$ cat src/sv/event_flag_group_engine_unit_defines.svh
// ---------------------------------------------------------------------------
// Assertion macros for the event flag group engine
// ---------------------------------------------------------------------------
`ifndef EVENT_FLAG_GROUP_ENGINE_UNIT_DEFINES_SVH
`define EVENT_FLAG_GROUP_ENGINE_UNIT_DEFINES_SVH
// implication checked on every clock edge outside reset
`define EFG_ASSERT_IMP(lbl, a, c) \
  lbl: assert property (@(posedge clk) disable iff (rst) (a) |-> (c)) \
    else $error("efg check failed");
// implication checked in the cycle after the antecedent
`define EFG_ASSERT_NEXT(lbl, a, c) \
  lbl: assert property (@(posedge clk) disable iff (rst) (a) |=> (c)) \
    else $error("efg check failed");
`endif

$ cat src/sv/efg_pkg.sv
// ---------------------------------------------------------------------------
// efg_pkg
// Shared types and constants of the event flag group engine.
// ---------------------------------------------------------------------------
package efg_pkg;
  localparam int unsigned NumGroupsDef = 8;
  localparam int unsigned MaxWaitDef   = 4;
  localparam int unsigned FlagWidthDef = 32;

  localparam logic [2:0] REQ_CREATE = 3'd0;
  localparam logic [2:0] REQ_DELETE = 3'd1;
  localparam logic [2:0] REQ_SET    = 3'd2;
  localparam logic [2:0] REQ_CLEAR  = 3'd3;
  localparam logic [2:0] REQ_WAIT   = 3'd4;
  localparam logic [2:0] REQ_REF    = 3'd5;

  localparam logic [3:0] ST_OK       = 4'd0;
  localparam logic [3:0] ST_BAD_ID   = 4'd1;
  localparam logic [3:0] ST_BAD_PAR  = 4'd2;
  localparam logic [3:0] ST_NO_GROUP = 4'd3;
  localparam logic [3:0] ST_NO_ID    = 4'd4;
  localparam logic [3:0] ST_ILLEGAL  = 4'd5;
  localparam logic [3:0] ST_TIMEOUT  = 4'd6;
  localparam logic [3:0] ST_QUEUED   = 4'd7;
  localparam logic [3:0] ST_DELETED  = 4'd8;
  localparam logic [3:0] ST_Q_FULL   = 4'd9;

  // Classified command handed from the front to the back.
  typedef enum logic [2:0] {
    CMD_REPLY,    // reply only with the given status
    CMD_CREATE,
    CMD_DELETE,
    CMD_SET,
    CMD_CLEAR,
    CMD_WAIT,
    CMD_REF
  } cmd_t;

  typedef enum logic [1:0] {
    BK_IDLE,
    BK_SCAN,
    BK_REPLY
  } bk_state_t;

  typedef struct packed {
    cmd_t       cmd;
    logic [3:0] status;
    logic [3:0] gid;     // zero based group index; group limit for create
    logic [31:0] pattern;
    logic       wait_all;
    logic       poll_only;
    logic [7:0] task_id;
    logic       attr_clear;
    logic       attr_multi;
  } efg_cmd_t;

  // Full-width helpers; callers truncate to FLAG_WIDTH bits.
  function automatic logic flag_match(logic [31:0] ptn, logic [31:0] wptn, logic all);
    logic hit;
    if (all) begin
      hit = ((ptn & wptn) == wptn);
    end else begin
      hit = ((ptn & wptn) != 32'd0);
    end
    return hit;
  endfunction
endpackage

$ cat src/sv/efg_front.sv
// ---------------------------------------------------------------------------
// efg_front
// Accepts requests and classifies range and parameter errors.
// ---------------------------------------------------------------------------
module efg_front import efg_pkg::*; #(
  parameter int unsigned NUM_GROUPS = NumGroupsDef,
  parameter int unsigned FLAG_WIDTH = FlagWidthDef
) (
  input  logic        clk,
  input  logic        rst,
  input  logic [3:0]  groups_in_use,
  input  logic        in_valid,
  output logic        in_ready,
  input  logic [2:0]  req_type,
  input  logic [3:0]  group_id,
  input  logic [31:0] pattern,
  input  logic        wait_all,
  input  logic        poll_only,
  input  logic [7:0]  task_id,
  input  logic        attr_clear,
  input  logic        attr_multi,
  output logic        q_valid,
  input  logic        q_ready,
  output efg_cmd_t    q_data
);
  localparam logic [3:0] NgLim = 4'(NUM_GROUPS);
  localparam logic [31:0] FlagMask = 32'((64'd1 << FLAG_WIDTH) - 64'd1);

  efg_cmd_t   cls;
  logic [3:0] lim;
  logic [31:0] ptn;

  assign in_ready = !q_valid || q_ready;

  always_comb begin
    lim = (groups_in_use > NgLim) ? NgLim : groups_in_use;
    ptn = pattern & FlagMask;
    cls.status     = ST_OK;
    cls.gid        = group_id - 4'd1;
    cls.pattern    = ptn;
    cls.wait_all   = wait_all;
    cls.poll_only  = poll_only;
    cls.task_id    = task_id;
    cls.attr_clear = attr_clear;
    cls.attr_multi = attr_multi;
    cls.cmd        = CMD_REPLY;
    if (req_type > REQ_REF) begin
      cls.status = ST_BAD_PAR;
    end else if (req_type == REQ_CREATE) begin
      cls.cmd = CMD_CREATE;
      cls.gid = lim;
    end else if (group_id == 4'd0 || group_id > lim) begin
      cls.status = ST_BAD_ID;
    end else if (req_type == REQ_WAIT && ptn == 32'd0) begin
      cls.status = ST_BAD_PAR;
    end else begin
      unique case (req_type)
        REQ_DELETE: cls.cmd = CMD_DELETE;
        REQ_SET:    cls.cmd = CMD_SET;
        REQ_CLEAR:  cls.cmd = CMD_CLEAR;
        REQ_WAIT:   cls.cmd = CMD_WAIT;
        default:    cls.cmd = CMD_REF;
      endcase
    end
  end

  // one-entry queue register
  always_ff @(posedge clk) begin
    if (rst) begin
      q_valid <= 1'b0;
    end else if (in_ready) begin
      q_valid <= in_valid;
    end
    if (in_ready && in_valid) begin
      q_data <= cls;
    end
  end
endmodule

$ cat src/sv/efg_back.sv
// ---------------------------------------------------------------------------
// efg_back
// Executes classified commands on the group table and wait queues.
// ---------------------------------------------------------------------------
module efg_back import efg_pkg::*; #(
  parameter int unsigned NUM_GROUPS = NumGroupsDef,
  parameter int unsigned MAX_WAIT   = MaxWaitDef,
  parameter int unsigned FLAG_WIDTH = FlagWidthDef
) (
  input  logic        clk,
  input  logic        rst,
  input  logic        q_valid,
  output logic        q_ready,
  input  efg_cmd_t    q_data,
  output logic        out_valid,
  input  logic        out_ready,
  output logic        is_release,
  output logic [3:0]  status,
  output logic [3:0]  result_id,
  output logic [31:0] pattern_out,
  output logic [7:0]  task_out,
  output logic        last
);
  localparam int unsigned GW = (NUM_GROUPS > 1) ? $clog2(NUM_GROUPS) : 1;
  localparam int unsigned CW = $clog2(MAX_WAIT + 1);
  localparam int unsigned AW = (NUM_GROUPS * MAX_WAIT > 1) ? $clog2(NUM_GROUPS * MAX_WAIT) : 1;
  localparam logic [CW-1:0] MaxCnt = CW'(MAX_WAIT);

  logic                  gvalid [NUM_GROUPS];
  logic [FLAG_WIDTH-1:0] gptn   [NUM_GROUPS];
  logic [1:0]            gattr  [NUM_GROUPS];
  logic [CW-1:0]         gcnt   [NUM_GROUPS];

  // waiter memory: pattern, mode, task; one read, one write port
  logic [FLAG_WIDTH+8:0] wmem [NUM_GROUPS*MAX_WAIT];

  bk_state_t state, state_next;
  efg_cmd_t  cur;
  logic [GW-1:0] g;
  logic [CW-1:0] rd_i, wr_i;
  logic          stop;
  logic          rd_pend;
  logic [FLAG_WIDTH+8:0] rdata;
  logic [FLAG_WIDTH-1:0] ptn_now;

  logic          create_hit;
  logic [GW-1:0] create_g;
  logic          outfree;
  logic          w_hit;
  logic [FLAG_WIDTH-1:0] w_ptn;
  logic [7:0]    w_task;
  logic          w_all;

  function automatic logic [AW-1:0] widx(logic [GW-1:0] gi, logic [CW-1:0] wi);
    return AW'(gi * MAX_WAIT + wi);
  endfunction

  assign outfree = !out_valid || out_ready;
  assign q_ready = (state == BK_IDLE) && outfree;
  assign w_ptn   = rdata[FLAG_WIDTH+8:9];
  assign w_all   = rdata[8];
  assign w_task  = rdata[7:0];
  assign w_hit   = flag_match(32'(ptn_now), 32'(w_ptn), w_all);

  always_comb begin
    create_hit = 1'b0;
    create_g   = '0;
    for (int i = NUM_GROUPS - 1; i >= 0; i--) begin
      if (!gvalid[i] && 4'(i) < q_data.gid) begin
        create_hit = 1'b1;
        create_g   = GW'(i);
      end
    end
  end

  always_comb begin
    state_next = state;
    unique case (state)
      BK_IDLE: begin
        if (q_valid && q_ready) begin
          if (q_data.cmd == CMD_DELETE || q_data.cmd == CMD_SET) begin
            state_next = BK_SCAN;
          end else if (q_data.cmd == CMD_REF && gvalid[GW'(q_data.gid)]) begin
            state_next = BK_REPLY;
          end
        end
      end
      BK_SCAN: begin
        if (rd_i >= gcnt[g] && !rd_pend && outfree) begin
          state_next = BK_REPLY;
        end
      end
      BK_REPLY: begin
        if (outfree) begin
          state_next = BK_IDLE;
        end
      end
      default: state_next = BK_IDLE;
    endcase
  end

  always_ff @(posedge clk) begin
    if (rst) begin
      state     <= BK_IDLE;
      out_valid <= 1'b0;
      rd_pend   <= 1'b0;
      for (int i = 0; i < NUM_GROUPS; i++) begin
        gvalid[i] <= 1'b0;
        gptn[i]   <= '0;
        gattr[i]  <= '0;
        gcnt[i]   <= '0;
      end
    end else begin
      state <= state_next;
      if (out_valid && out_ready) begin
        out_valid <= 1'b0;
      end
      unique case (state)
        BK_IDLE: begin
          if (q_valid && q_ready) begin
            cur   <= q_data;
            g     <= GW'(q_data.gid);
            rd_i  <= '0;
            wr_i  <= '0;
            stop  <= 1'b0;
            rd_pend <= 1'b0;
            ptn_now <= gptn[GW'(q_data.gid)] | FLAG_WIDTH'(q_data.pattern);
            if (q_data.cmd == CMD_SET) begin
              gptn[GW'(q_data.gid)] <= gptn[GW'(q_data.gid)] | FLAG_WIDTH'(q_data.pattern);
            end
            if (q_data.cmd == CMD_REF && gvalid[GW'(q_data.gid)]) begin
              // fetch the head waiter; the reply follows next cycle
              rdata <= wmem[widx(GW'(q_data.gid), CW'(0))];
            end else if (q_data.cmd != CMD_DELETE && q_data.cmd != CMD_SET) begin
              out_valid   <= 1'b1;
              is_release  <= 1'b0;
              last        <= 1'b1;
              status      <= q_data.status;
              result_id   <= 4'd0;
              pattern_out <= 32'd0;
              task_out    <= 8'd0;
              if (q_data.cmd != CMD_REPLY && q_data.cmd != CMD_CREATE
                  && !gvalid[GW'(q_data.gid)]) begin
                status <= ST_NO_GROUP;
              end else begin
                unique case (q_data.cmd)
                  CMD_CREATE: begin
                    if (create_hit) begin
                      gvalid[create_g] <= 1'b1;
                      gptn[create_g]   <= FLAG_WIDTH'(q_data.pattern);
                      gattr[create_g]  <= {q_data.attr_multi, q_data.attr_clear};
                      gcnt[create_g]   <= '0;
                      result_id        <= 4'(create_g) + 4'd1;
                    end else begin
                      status <= ST_NO_ID;
                    end
                  end
                  CMD_CLEAR: begin
                    gptn[GW'(q_data.gid)] <= gptn[GW'(q_data.gid)]
                                             & FLAG_WIDTH'(q_data.pattern);
                  end
                  CMD_WAIT: begin
                    if (!gattr[GW'(q_data.gid)][1] && gcnt[GW'(q_data.gid)] != '0) begin
                      status <= ST_ILLEGAL;
                    end else if (flag_match(32'(gptn[GW'(q_data.gid)]), q_data.pattern,
                                            q_data.wait_all)) begin
                      pattern_out <= 32'(gptn[GW'(q_data.gid)]);
                      if (gattr[GW'(q_data.gid)][0]) begin
                        gptn[GW'(q_data.gid)] <= '0;
                      end
                    end else if (q_data.poll_only) begin
                      status <= ST_TIMEOUT;
                    end else if (gcnt[GW'(q_data.gid)] >= MaxCnt) begin
                      status <= ST_Q_FULL;
                    end else begin
                      status <= ST_QUEUED;
                      wmem[widx(GW'(q_data.gid), gcnt[GW'(q_data.gid)])]
                        <= {FLAG_WIDTH'(q_data.pattern), q_data.wait_all, q_data.task_id};
                      gcnt[GW'(q_data.gid)] <= gcnt[GW'(q_data.gid)] + CW'(1);
                    end
                  end
                  default: ;
                endcase
              end
            end else if (!gvalid[GW'(q_data.gid)]) begin
              // missing group: skip the scan with an empty read
              cur.status <= ST_NO_GROUP;
            end
          end
        end
        BK_SCAN: begin
          if (cur.status == ST_NO_GROUP) begin
            rd_i <= gcnt[g];
          end else if (rd_pend) begin
            if (outfree) begin
              rd_pend <= 1'b0;
              rd_i    <= rd_i + CW'(1);
              if (cur.cmd == CMD_DELETE) begin
                out_valid   <= 1'b1;
                is_release  <= 1'b1;
                last        <= 1'b0;
                status      <= ST_DELETED;
                result_id   <= 4'd0;
                pattern_out <= 32'd0;
                task_out    <= w_task;
              end else if (!stop && w_hit) begin
                out_valid   <= 1'b1;
                is_release  <= 1'b1;
                last        <= 1'b0;
                status      <= ST_OK;
                result_id   <= 4'd0;
                pattern_out <= 32'(ptn_now);
                task_out    <= w_task;
                if (gattr[g][0]) begin
                  ptn_now <= '0;
                  gptn[g] <= '0;
                  stop    <= 1'b1;
                end else if (!gattr[g][1]) begin
                  stop <= 1'b1;
                end
              end else begin
                wmem[widx(g, wr_i)] <= rdata;
                wr_i <= wr_i + CW'(1);
              end
            end
          end else if (rd_i < gcnt[g]) begin
            rdata   <= wmem[widx(g, rd_i)];
            rd_pend <= 1'b1;
          end
        end
        BK_REPLY: begin
          if (outfree) begin
            out_valid   <= 1'b1;
            is_release  <= 1'b0;
            last        <= 1'b1;
            status      <= cur.status;
            result_id   <= 4'd0;
            pattern_out <= (cur.cmd == CMD_REF) ? 32'(gptn[g]) : 32'd0;
            task_out    <= (cur.cmd == CMD_REF && gcnt[g] != '0) ? rdata[7:0] : 8'd0;
            if (cur.status != ST_NO_GROUP) begin
              if (cur.cmd == CMD_DELETE) begin
                gvalid[g] <= 1'b0;
                gptn[g]   <= '0;
                gattr[g]  <= '0;
                gcnt[g]   <= '0;
              end else if (cur.cmd == CMD_SET) begin
                gcnt[g] <= wr_i;
              end
            end
          end
        end
        default: ;
      endcase
    end
  end
endmodule

$ cat src/sv/event_flag_group_engine_unit.sv
// A simple request passes the front queue register and gets a single reply
// from BK_IDLE; a reference of a live group replies from BK_REPLY; set and
// delete read each queued waiter in BK_SCAN, then reply in BK_REPLY; result
// stalls hold these. Simple requests: one per cycle while results flow; set
// and delete hold the back end for the scan of the single-port waiter memory.
// Reset (rst, synchronous, active high): all groups invalid, queues empty,
// groups_in_use back to 8.
// ---------------------------------------------------------------------------
// event_flag_group_engine_unit
// Event flag groups with FIFO wait queues for an RTOS kernel.
// ---------------------------------------------------------------------------
`include "event_flag_group_engine_unit_defines.svh"
module event_flag_group_engine_unit import efg_pkg::*; #(
  parameter int unsigned NUM_GROUPS = NumGroupsDef,
  parameter int unsigned MAX_WAIT   = MaxWaitDef,
  parameter int unsigned FLAG_WIDTH = FlagWidthDef
) (
  input  logic        clk,
  input  logic        rst,
  input  logic        cfg_we,
  input  logic [3:0]  cfg_wdata,
  input  logic        in_valid,
  output logic        in_ready,
  input  logic [2:0]  req_type,
  input  logic [3:0]  group_id,
  input  logic [31:0] pattern,
  input  logic        wait_all,
  input  logic        poll_only,
  input  logic [7:0]  task_id,
  input  logic        attr_clear,
  input  logic        attr_multi,
  output logic        out_valid,
  input  logic        out_ready,
  output logic        is_release,
  output logic [3:0]  status,
  output logic [3:0]  result_id,
  output logic [31:0] pattern_out,
  output logic [7:0]  task_out,
  output logic        last
);
  logic [3:0] groups_in_use;
  logic       q_valid;
  logic       q_ready;
  efg_cmd_t   q_data;

  // hold the accepted-ID limit; write only while idle
  always_ff @(posedge clk) begin
    if (rst) begin
      groups_in_use <= 4'd8;
    end else if (cfg_we) begin
      groups_in_use <= cfg_wdata;
    end
  end

  // front: accept each transaction and classify it
  efg_front #(.NUM_GROUPS(NUM_GROUPS), .FLAG_WIDTH(FLAG_WIDTH)) u_front (
    .clk, .rst, .groups_in_use,
    .in_valid, .in_ready,
    .req_type, .group_id, .pattern, .wait_all, .poll_only, .task_id,
    .attr_clear, .attr_multi,
    .q_valid, .q_ready, .q_data
  );

  // back: run the command and drive result transactions
  efg_back #(.NUM_GROUPS(NUM_GROUPS), .MAX_WAIT(MAX_WAIT),
             .FLAG_WIDTH(FLAG_WIDTH)) u_back (
    .clk, .rst,
    .q_valid, .q_ready, .q_data,
    .out_valid, .out_ready,
    .is_release, .status, .result_id, .pattern_out, .task_out, .last
  );

  `EFG_ASSERT_IMP(a_release_not_last, out_valid && is_release, !last)
  `EFG_ASSERT_IMP(a_reply_is_last, out_valid && !is_release, last)
  `EFG_ASSERT_NEXT(a_out_hold, out_valid && !out_ready, out_valid && $stable(task_out))
endmodule
$ cat config.mk
export PLATFORM = sky130hd
export DESIGN_NAME = event_flag_group_engine_unit
export DESIGN_NICKNAME = d
export VERILOG_FILES = /design/src/sv/efg_pkg.sv /design/src/sv/efg_front.sv /design/src/sv/efg_back.sv /design/src/sv/event_flag_group_engine_unit.sv
export VERILOG_INCLUDE_DIRS = /design/src /design/src/sv
export SDC_FILE = /design/constraint.sdc
export NUM_CORES = 2
export LEC_CHECK = 0
export ABC_CLOCK_PERIOD_IN_PS = 27900
export BUFFER_PORTS_ARGS = -buffer_cell sky130_fd_sc_hd__buf_2
export CORE_ASPECT_RATIO = 1.4
export CORE_MARGIN = 1.5
export CORE_UTILIZATION = 65
export CTS_CLUSTER_SIZE = 12
export DETAILED_ROUTE_END_ITERATION = 7
export GPL_ROUTABILITY_DRIVEN = 1
export HOLD_SLACK_MARGIN = 0.08
export PLACE_DENSITY = 0.82
export SLEW_MARGIN = 5
export SYNTH_ARGS = -nofsm -noshare
export SYNTH_HDL_FRONTEND = slang
export SYNTH_HIERARCHICAL = 1
export SYNTH_SLANG_ARGS = --single-unit
export TNS_END_PERCENT = 20
$ cat constraint.sdc
create_clock -name clk -period 27.9 [get_ports clk]
set_input_delay 5.58 -clock clk [delete_from_list [all_inputs] [get_ports clk]]
set_output_delay 5.58 -clock clk [all_outputs]
set_load 0.02 [all_outputs]
==> out/results.ini <==
[route]
wl_per_cell_um=40.0
met3WireLength_mm=31.3
dr.pass1.iters=7
via_per_inst=7.91
wirelength_mm=241
drt-met1-wl_mm=71.3
routed-via-count=47800
dr_wl_met2_mm=117
drc=0
drt-initial-drc-count=7995
ant_nets=0
highest_layer=met5

[timing]
setup_tns_ps=0
slew_viol_final=0
period_share_pct=43.6
period_minus_slack_ps=12170
hold_viol=0
rsz0062_at_grt=false
layout_setup_ws_ps=15730
setup_viol=0
fin_skew_ps=32.7
worstMarginPinSlew_ps=1430
maxSlewHeadroom_pct=4.43
timing.fmax_mhz=82.2

[cts]
clk_pin_slew_worst_paths_ps=60
cts_tree=yes
htreeDepth=4
cts_buffers=174
cts_setup_buffers=0
cts_hold_buf=0
clockRootBuffer=clkbuf_16
clkSinkCount=1821
clk_path_buf_depth=3
cts_resized=0
insertion_delay_ps=830

[global_routing]
track_usage_pct=39.4
grt_pass1_wl_mm=342
grt_remaining_overflow=0
grt_pass1_vias=48300
grt_max_degree=139
grt_antenna_before_repair=5

[floorplanning]
die-width_um=298
die_h_um=416
dieArea_mm2=0.124
io_pins=112
core_mm2=0.121
start_util_pct=65.5
row_count=151

[layout]
synthToLayoutAreaGrowth_pct=9.18
nets=4442
instances_no_fill=6036
drive_gt1_share_pct=25.5
final_area_mm2=0.0865

[synth]
synth_edf_count=1809
avgSynthCellArea_um2=18.5
ys_seq_area_share_pct=68.9
yosys_most_used_dff=edfxtp_1
syn_inst=4281
synth-seq-cells=1821
ys_warn_count=6
syn_area_mm2=0.0792
async_flop_share_pct=0
synth_cell_types=79

[placement]
gp_congestion=0.952
pre_cts_ws_ps=15760
placed_cells=5789
hpwl_mm=124
portBuffers=111
dpl_cell_area_mm2=0.0817

[min_path]
hp-class=flop to flop

[worst_setup_path]
path_max_fanout=8
arrival_ps=6590
required_ps=22320
cp-end-kind=primary output
worst_setup_path_start_kind=input port
crit_type=input port to primary output

[power_and_ir_drop]
power_mw=6.17
powerDensity_mw_per_mm2=71.3
p_leak_nw=27.7
ir_drop_mv=0.0524

[outcome]
status=complete, no violations

[run]
maxCapViolations=0

[worst max-delay path, cell delays in order]
cell	delay [ps]
buf_2	110
nor2b_1	450
nor2_1	80
nand2b_1	190
buf_2	170
[kinds of logic after synthesis]
| group | synth area share (%) |
|---|---|
| flops | 68.9 |
| mux | 20.3 |
| simple gates | 4.58 |
| compound gates | 3.94 |
| buf+inv | 1.84 |
| fa+ha+maj | 0.363 |
| xor+xnor | 0.111 |
| other cells | 0.00473 |
[synth_stat cells (5+ instances only)]
master       n  area share (%)
nor2_1     179            0.85
o31ai_1     10           0.095
clkbuf_1   170            0.81
o211ai_1    13            0.12
inv_1       72            0.34
buf_4        8           0.076
o21ai_0     99            0.63
nor4_1      10           0.079
nor2b_1     59            0.47
nand2b_1    10           0.079
buf_1       66            0.31
o21a_1      38            0.36
ha_1        23            0.36
nand3_1     23            0.15
dfxtp_1     12            0.30
a211oi_1    45            0.43
nand2_1    178            0.84
a22oi_1     65            0.62
a21oi_1     93            0.59
and2_1      25            0.20
a221oi_1    10            0.11
edfxtp_1  1809              69
o22ai_1     21            0.17
mux4_2     612              17
mux2i_1    168             2.1
buf_2       33            0.21
a31oi_1      6           0.047
mux2_2      54            0.77
nand4_1     11           0.087
nor3_1     231             1.5
or3_1        8           0.063
and3_1       5           0.039
a22o_1       9            0.10
xor2_1       5           0.055
xnor2_1      5           0.055
o21ai_1     16            0.10
[layout make-up]
class	instances	area (µm²)
antenna	2	5.00
tap	1606	2010
multi-input combinational	2105	23700
clock inverter	26	231
timing repair buffer	184	1150
sequential	1821	54600
clock buffer	219	4580
inverter	73	274
fill	6662	34400
[metrics by stage]
stage          util (%)  hold slack, ps
2_1_floorplan         -             421
3_3_place_gp       67.5             472
3_5_place_dp       67.5             485
4_1_cts            71.5             498
5_1_grt            71.5             542
6_report           71.5             503
[flip-flops by register name (all words and copies together) (netlist names), named ones only]
register	count
u_back/task_out	8
u_back/gvalid	8
u_back/cur	7
u_front/q_data	53
u_back/is_release	1
u_back/stop	1
u_back/pattern_out	32
groups_in_use	4
u_back/rd_i	3
u_back/gptn	256
u_back/last	1
u_back/rd_pend	1
u_back/result_id	4
u_back/wmem	1312
u_back/g	3
u_back/rdata	41
u_back/wr_i	3
u_back/gcnt	24
u_back/ptn_now	32
u_back/out_valid	1
u_front/q_valid	1
u_back/state	2
u_back/status	4
u_back/gattr	16
[layout by cell type, fill, tap and decap left out, types with 11 or more instances in the layout]
cell       netlist  routed
edfxtp_1      1809    1809
mux4_2         612     612
nor3_1         231     230
nor2_1         179     178
nand2_1        178     178
clkbuf_16        0     176
mux2i_1        168     168
buf_2           33     111
a21oi_1         93      93
o21ai_0         99      86
inv_1           72      72
buf_4            8      69
a22oi_1         65      65
nor2b_1         59      56
mux2_2          54      54
a211oi_1        45      45
clkbuf_1       170      42
o21a_4           0      32
and2_1          25      24
nand3_1         23      23
o22ai_1         21      21
ha_1            23      20
o21ai_1         16      15
o211ai_1        13      13
nand4_1         11      11
[where the power goes]
part | switching [mW] | internal [mW] | leakage, nW
logic | 0.517 | 0.337 | 8.53
clock network | 1.01 | 1.14 | 2.33
registers | 0.0664 | 3.09 | 16.8
[per-layer routing]
layer / global-route usage, % / vias to the layer above
met2: 63.9 / 4762
met5: 0 / -
met1: 46.5 / 23900
met3: 9.72 / 1299
li1: - / 17800
met4: 27.7 / 4
[path summary, 6_finish.rpt]
check	start	end	slack (ps)	cells after the start
worst max register to register	u_front/q_data[44]	u_back/wmem[2][22]	20590	12
worst min-delay path	groups_in_use[0]	groups_in_use[0]	500	2
worst min register to register	groups_in_use[0]	groups_in_use[0]	500	2
worst max-delay path	out_ready	in_ready	15730	5
Power figures use the tool's default switching activity.
